File: config.mk
export PLATFORM = sky130hd
export DESIGN_NAME = ngh_ram
export DESIGN_NICKNAME = d
export VERILOG_FILES = /design/src/rtl/core/ngh_ram.sv
export SDC_FILE = /design/constraint.sdc
export NUM_CORES = 1
export LEC_CHECK = 0
export BUFFER_PORTS_ARGS = -buffer_cell sky130_fd_sc_hd__clkbuf_2
export CORE_UTILIZATION = 50
export DETAILED_ROUTE_END_ITERATION = 10
export PLACE_DENSITY = 0.66
export SLEW_MARGIN = 20
export SYNTH_ARGS = -nofsm -noshare
export SYNTH_HDL_FRONTEND = slang
export SYNTH_SLANG_ARGS = --single-unit
File: constraint.sdc
create_clock -name clk -period 2.4 [get_ports clk]
set_input_delay 0.12 -clock clk [delete_from_list [all_inputs] [get_ports clk]]
set_output_delay 0.12 -clock clk [all_outputs]
set_load 0.03 [all_outputs]
File: src/rtl/core/ngh_ram.sv
// Generic single-port-write, single-port-read RAM with registered read.
// No dependencies.
`timescale 1ns / 1ps
module ngh_ram #(
	parameter int W = 8,
	parameter int D = 64,
	parameter int AW = (D > 1) ? $clog2(D) : 1
) (
	input  logic          clk,
	input  logic          we,
	input  logic [AW-1:0] waddr,
	input  logic [W-1:0]  wdata,
	input  logic [AW-1:0] raddr,
	output logic [W-1:0]  rdata
);
	logic [W-1:0] mem [D];

	always_ff @(posedge clk) begin
		if (we) begin
			mem[waddr] <= wdata;
		end
		rdata <= mem[raddr];
	end
endmodule

==> flow_summary.ini, run 1 <==
[run_status]
status = complete, no violations

[floorplanning]
coreArea_um2 = 39700
rows = 73
initial_core_util = 0.508
die_y_um = 203
ioPinCount = 30
fp.dieW_um = 203
die_area_um2 = 41100

[flow_run]
max-cap-violations = 0

[global_routing]
grt-ovfl-total = 0
antenna_found_initial = 1
use_met2 = 0.354
busiest_layer = met2
grt_use_met1 = 0.330
grt_pass1_vias = 9983
grt_max_degree = 65
grt_pass1_wl_um = 66900
grtUsageTotal = 0.226
use_met3 = 0.0303

[clocking]
post_cts_buffers = 0
postCtsResizedCells = 0
path_clk_slew_ns = 0.06
cts_tree = done
root_buffer = clkbuf_16
clock_latency_ns = 0.60
cts_sinks = 520
clk_path_buf_depth = 3
ctsHoldBuffers = 2
cts_buffers = 51
h-tree-depth = 2

[layout]
drive_gt1_frac = 0.312
fin_area_um2 = 23300
fin_nets = 1104
final_util = 0.587
mostFrequentLayoutCells = edfxtp_1, mux4_2, buf_4, nor2_1, clkbuf_16
mostFrequentLayoutCell = edfxtp_1
area_growth_syn_to_layout_pct = 15.7
nFillCells = 2899

[synth]
synth-seq-cells = 520
netlist_instances = 940
synth_cell_types = 40
ys_seq_area_frac = 0.770
synth_warnings = 0
syn_area_um2 = 20200
syn_nets = 962
syn_avg_cell_area_um2 = 21.5

[routing]
firstDrtPassIters = 5
route.detailed.drc = 0
vias = 9869
antenna_left = 0
wirelength_um = 44600
viasPerCell = 5.98
post_drt_wl_per_cell_um = 27.1
drt_iter0_drc = 884

[power_and_ir_drop]
power_frac_clock = 0.418
p_seq_frac = 0.529
pwr-share-comb = 0.053
power.density_nw_per_um2 = 816
vdd_drop_max_v = 0.000562
swShare = 0.207
power.total_mw = 19.1
p_sw_mw = 3.95
p_int_mw = 15.1
total_leakage_power_nw = 7.53

[setup_path]
start_kind = register
worstSetupPathType = register to register
cp.required_ns = 2.86
end_kind = register
cp_data_arrival_time_ns = 2.76
cp_max_fo = 1

[hold_path]
min_path_type = input pin to register

[placement]
portBuffers = 29
dp_hpwl_um = 28000
dpl_cell_area_um2 = 21700
gp_congestion = 0.851

[timing]
setup_viol = 0
tightest_slew_ns = 0.991
hold_violations = 0
fmax_mhz = 436
timing.hold.ws_ns = 0.0306
drv_slew = 0
relSlewSlack = 0.322
min_period_ns = 2.29
post-route-period-util = 0.956
clock_skew_ns = 0.0210
rsz0062_at_grt = no
-- layout make-up --
type	instances	area, um2	share of cell area
tap	525	657	0.0281
timing repair buffer	140	1170	0.0502
sequential	520	15500	0.666
clock inverter	34	345	0.0148
multi-input combinational	369	4320	0.185
antenna	1	2.50	0.000107
clock buffer	60	1310	0.0561
-- cells by family (layout without fill, tap and decap cells) --
group	Yosys count	in the layout	share of synthesized area
and+or+nand+nor	153	153	0.0339
DFF	520	520	0.770
muxes	162	162	0.159
other	0	1	0
AOI/OAI and AO/OA	54	54	0.0207
buffers and inverters	51	234	0.0157
-- final timing paths --
kind,to,startpoint,slack [ns],cells past startpoint
worst max register to register,rdata[3],mem[3][3],0.11,5
worst max-delay path,rdata[3],mem[3][3],0.11,5
worst min register to register,rdata[4],mem[31][4],0.82,3
worst min-delay path,mem[55][3],wdata[3],0.03,2
-- state kept, by name, summed over array words and instances (netlist names) --
name,count
mem,512
rdata,8
-- worst max-delay path, cell delays in order, from the launching register on --
cell and delay, ns:
edfxtp_1 0.35, mux4_2 0.46, nor2b_1 0.14, a2111oi_0 0.88
buf_4 0.26, o41ai_1 0.08
-- power groups by stage --
stage | clock network, mW | registers [mW] | logic [mW]
finish | 7.96 | 10.1 | 1.01
global route | 8.39 | 10.1 | 1.08
CTS | 8.06 | 10.1 | 1.02
detailed placement | 0 | 10.3 | 1.02
global placement | 0 | 10.3 | 1.00
floorplan | 0 | 10.3 | 0.536
-- through the flow --
stage	TNS, ns	worst slack, ns	std cells
floorplan	0	0.612	940
global placement	-0.336	-0.336	1552
detailed placement	-0.305	-0.305	1552
CTS	0	0.0858	1648
global route	0	0.0564	1649
finish	0	0.107	1649
-- cell usage after synthesis --
cell / instances / share of area
a2111oi_0: 2 / 0.00087
a211oi_1: 4 / 0.0015
a21oi_1: 3 / 0.00074
a221oi_1: 6 / 0.0026
a22oi_1: 3 / 0.0011
a31oi_1: 1 / 0.00031
and2_1: 1 / 0.00031
buf_1: 4 / 0.00074
buf_12: 2 / 0.0020
buf_2: 11 / 0.0027
buf_4: 13 / 0.0048
buf_6: 4 / 0.0022
clkbuf_1: 17 / 0.0032
dfxtp_1: 8 / 0.0079
edfxtp_1: 512 / 0.76
mux2_2: 13 / 0.0073
mux2i_1: 23 / 0.011
mux4_2: 126 / 0.14
nand2_1: 19 / 0.0035
nand2b_1: 7 / 0.0022
nand3_1: 13 / 0.0032
nand3b_1: 3 / 0.0011
nand4_1: 2 / 0.00062
nand4b_1: 1 / 0.00043
nor2_1: 83 / 0.015
nor2b_1: 14 / 0.0043
nor3_1: 7 / 0.0017
nor4_1: 2 / 0.00062
o2111ai_1: 3 / 0.0013
o21a_1: 2 / 0.00074
o21ai_0: 2 / 0.00050
o21ai_1: 2 / 0.00050
o221a_2: 2 / 0.0011
o221ai_1: 8 / 0.0035
o22ai_1: 8 / 0.0025
o2bb2ai_1: 3 / 0.0013
o311ai_1: 1 / 0.00043
o32ai_1: 2 / 0.00087
o41ai_1: 2 / 0.00087
or3_1: 1 / 0.00031
-- routing by layer --
layer  vias up  routed length [um]
met1      5235               19000
met4         0                1290
li1       4209                   -
met5         -                   0
met3        66                2640
met2       359               21600
No activity file was read; power rests on OpenSTA's default activity.
==> inputs of run 2 (changes only) <==
SETUP_SLACK_MARGIN = 0.15   (was unset)
==> run 2 against run 1 <==
Compared with the run above: sequential cell count is the same; clock-buffer cell count is the same; largest power group unchanged; sequential share of layout area is essentially flat; first-iteration DRC count grew 2.0%; clock power is essentially flat; highest routed layer unchanged; via count is essentially flat; global-route usage is the same; combinational power is essentially flat; final cell count is the same; utilization is essentially flat; largest cell class unchanged.
==> flow_summary.ini, run 2 (same netlist as run 1, synthesis figures left out) <==
[hold_path]
min_path_type = input pin to register

[placement]
gp_congestion = 0.851
portBuffers = 29
pre_cts_ws_ns = -0.305
dp_hpwl_um = 28000
dp_cells = 1552
dpl_cell_area_um2 = 21700

[setup_path]
end_kind = register
worstSetupPathType = register to register
cp.required_ns = 2.86
start_kind = register
cp_max_fo = 1
cp_data_arrival_time_ns = 2.57

[power_and_ir_drop]
power.density_nw_per_um2 = 816
power.total_mw = 19.0
total_leakage_power_nw = 7.53
vdd_drop_max_v = 0.000562

[global_routing]
grt-ovfl-total = 0
grt_max_degree = 65
grt_pass1_wl_um = 66900
antenna_found_initial = 1
grt_pass1_vias = 9983
grtUsageTotal = 0.226

[timing]
fin_ws_ns = 0.299
timing.hold.ws_ns = 0.0317
fmax_mhz = 476
post-route-period-util = 0.875
tightest_slew_ns = 0.807
drv_slew = 0
relSlewSlack = 0.462
fin_setup_tns_ns = 0
min_period_ns = 2.10
hold_violations = 0
setup_viol = 0
clock_skew_ns = 0.0211
rsz0062_at_grt = no

[layout]
largest_reg_flops = 512
mostFrequentLayoutCell = edfxtp_1
regMostFlops = mem
fin_nets = 1104
final_util = 0.587
reg_top3 = mem (512), rdata (8)
mostFrequentLayoutCells = edfxtp_1, mux4_2, buf_4, nor2_1, clkbuf_16
fin_area_um2 = 23300
nFillCells = 2898
drive_gt1_frac = 0.312
layout.cells.non_filler = 1649
area_growth_syn_to_layout_pct = 15.7

[routing]
viasPerCell = 5.98
post_drt_wl_per_cell_um = 27.0
drt_iter0_drc = 902
vias = 9866
route.detailed.drc = 0
firstDrtPassIters = 5
wirelength_um = 44500
antenna_left = 0

[floorplanning]
die_y_um = 203
initial_core_util = 0.508
rows = 73
die_area_um2 = 41100
ioPinCount = 30
coreArea_um2 = 39700
fp.dieW_um = 203

[clocking]
h-tree-depth = 2
clock_latency_ns = 0.60
cts_tree = done
root_buffer = clkbuf_16
clk_path_buf_depth = 3
cts_buffers = 51
cts_sinks = 520
path_clk_slew_ns = 0.06
post_cts_buffers = 0

[run_status]
status = complete, no violations

[flow_run]
max-cap-violations = 0
## run 2: what timing repair did
action	CTS	global route
hold buffers	2	0
resized for setup	1	0
setup endpoints to repair	1	0
endpoints found under the hold margin	8	0
## run 2: routing by layer
layer  share of wire  wire [um]  global-route usage  up-vias
li1                -          -                   -     4211
met1            0.43      19000               0.330     5239
met2            0.49      21600               0.354      352
met3           0.059       2640              0.0303       64
met4           0.029       1270              0.0803        0
met5               0          0                   0        -
## run 2: final cells by class
class,count,area (um2),share of cell area
Clock buffer,60,1310,0.0561
Antenna cell,1,2.50,0.000107
Clock inverter,34,345,0.0148
Multi-Input combinational cell,369,4320,0.185
Sequential cell,520,15500,0.666
Tap cell,525,657,0.0281
Timing Repair Buffer,140,1170,0.0502
## run 2: power by group
part           internal, mW  leakage (nW)  switching (mW)
clock                  4.65         0.810            3.30
combinational         0.404          2.04           0.607
sequential             10.0          4.67          0.0345
## run 2: critical path, cell delays in order, from the launching register on
cell and delay [ns]:
edfxtp_1 0.35, mux4_2 0.46, nor2b_1 0.15, a2111oi_1 0.70, buf_4 0.24, o41ai_1 0.08
## run 2: final timing paths
kind,to,startpoint,cells after the start,slack [ns]
setup / recovery,rdata[3],mem[3][3],5,0.30
hold / removal,mem[55][3],wdata[3],2,0.03
setup reg to reg,rdata[3],mem[3][3],5,0.30
hold reg to reg,rdata[4],mem[31][4],3,0.82
==> inputs of run 3 (changes only) <==
REMOVE_ABC_BUFFERS = 1   (was unset)
==> run 3 against run 2 <==
Compared with the run above: power decreased by 2.4%; final area about the same; final cell count increased by 0.85%; non-clock buffer count increased by 20; via count increased by 0.55%; register-to-register slack about the same; sequential cell count unchanged; die area unchanged; global-route usage decreased by 0.14 points; critical path depth unchanged; critical path type unchanged.
==> flow_summary.ini, run 3 (same netlist as run 1, synthesis figures left out) <==
[run_status]
status = complete, no violations

[routing]
wl_met2_um = 22100
vias = 9920
route.detailed.drc = 0
wirelength_um = 44500
m1WireLength_um = 18400
antenna_left = 0
post_drt_wl_per_cell_um = 26.8
firstDrtPassIters = 6
route.met3.wl_um = 3010
drt_iter0_drc = 877
top_layer = met4
viasPerCell = 5.97

[power_and_ir_drop]
total_leakage_power_nw = 7.57
power.total_mw = 18.6
vdd_drop_max_v = 0.000687
power.density_nw_per_um2 = 796

[clocking]
clk_path_buf_depth = 3
clock_latency_ns = 0.58
path_clk_slew_ns = 0.06
postCtsResizedCells = 0
h-tree-depth = 2
post_cts_buffers = 0
root_buffer = clkbuf_16
cts_sinks = 520
cts_tree = done
cts_buffers = 51
ctsHoldBuffers = 0

[floorplanning]
initial_core_util = 0.508
ioPinCount = 30
rows = 73
die_y_um = 203
fp.dieW_um = 203
die_area_um2 = 41100
coreArea_um2 = 39700

[setup_path]
crit_slowest_cell = mux4_2
worstSetupPathType = register to register
rr_worst_depth = 5
crit_chain = mux4_2 > mux2_2 > o221a_2 > nor3_1 > o32ai_1
end_kind = register
start_kind = register
timing.rr.start = mem[28][6]
regToRegSetupSlack_ns = 0.30
crit_start = mem[28][6]
cp_data_arrival_time_ns = 2.54
worst-path-stages = 5
timing.rr.end = rdata[6]
cp_slowest_stage_delay_ns = 0.46
crit_end = rdata[6]
critPathTopFamily = multiplexers
timing.critical_path.buf_inv = 0
cp_max_fo = 1
cp.required_ns = 2.85

[global_routing]
antenna_found_initial = 0
grt_pass1_vias = 10100
grtUsageTotal = 0.225
grt_max_degree = 65
grt-ovfl-total = 0
grt_pass1_wl_um = 65800

[timing]
min_period_ns = 2.10
timing.hold.ws_ns = 0.0121
fin_setup_tns_ns = 0
fin_ws_ns = 0.304
post-route-period-util = 0.873
relSlewSlack = 0.326
drv_slew = 0
clock_skew_ns = 0.0148
fmax_mhz = 477
setup_viol = 0
tightest_slew_ns = 1.01
rsz0062_at_grt = no
hold_violations = 0

[placement]
portBuffers = 29
dp_cells = 1574
pre_cts_ws_ns = 0.121
dp_hpwl_um = 28900
gp_congestion = 0.850

[layout]
layout.cells.non_filler = 1663
fin_nets = 1124
mostFrequentLayoutCell = edfxtp_1
largest_reg_flops = 512
area_growth_syn_to_layout_pct = 15.7
multi_input_area_um2 = 4320
n_antenna_cell = 0
nFillCells = 2917
mostFrequentLayoutCells = edfxtp_1, mux4_2, buf_4, nor2_1, clkbuf_16
regArea_um2 = 15500
drive_gt1_frac = 0.322
reg_top3 = mem (512), rdata (8)
regMostFlops = mem

[flow_run]
max-cap-violations = 0

[hold_path]
min_path_type = input pin to register
hold_depth = 2
[run 3: cell count changes in the layout (fill, tap and decap cells not counted), moves of 2 or more]
cell,delta
buf_4,+25
clkinv_2,+2
dlygate4sd3_1,-2
clkbuf_16,+2
buf_12,-3
inv_6,-4
bufinv_16,-4
[run 3: metrics by stage]
step,area [um2],utilization
floorplan,19900,-
global placement,21800,0.548
detailed placement,21800,0.548
CTS,23300,0.587
global route,23300,0.587
finish,23300,0.587
[run 3: layout make-up]
cell class	instances	area share
Clock buffer	63	0.0584
Tap cell	525	0.0281
Timing Repair Buffer	160	0.0548
Sequential cell	520	0.666
Clock inverter	26	0.00809
Multi-Input combinational cell	369	0.185
[run 3: metal layers]
metal  global-route usage  vias to the layer above
met5                    0                        -
li1                     -                     4245
met2                0.362                      331
met3               0.0372                       75
met4               0.0671                        0
met1                0.319                     5269
[run 3: report_power, final]
group | internal, mW | switching [mW] | total [mW]
clock network | 4.31 | 3.16 | 7.47
logic | 0.409 | 0.614 | 1.02
registers | 10.1 | 0.0381 | 10.1
total | 14.8 | 3.81 | 18.6
[run 3: worst min-delay path by stage]
stage | end | start | slack [ns]
global route | mem[53][2] | wdata[2] | 0.02
CTS | rdata[0] | raddr[5] | 0.02
floorplan | mem[0][0] | wdata[0] | 0.22
global placement | rdata[4] | rdata[4] | 0.61
finish | mem[53][2] | wdata[2] | 0.01
detailed placement | rdata[4] | rdata[4] | 0.61
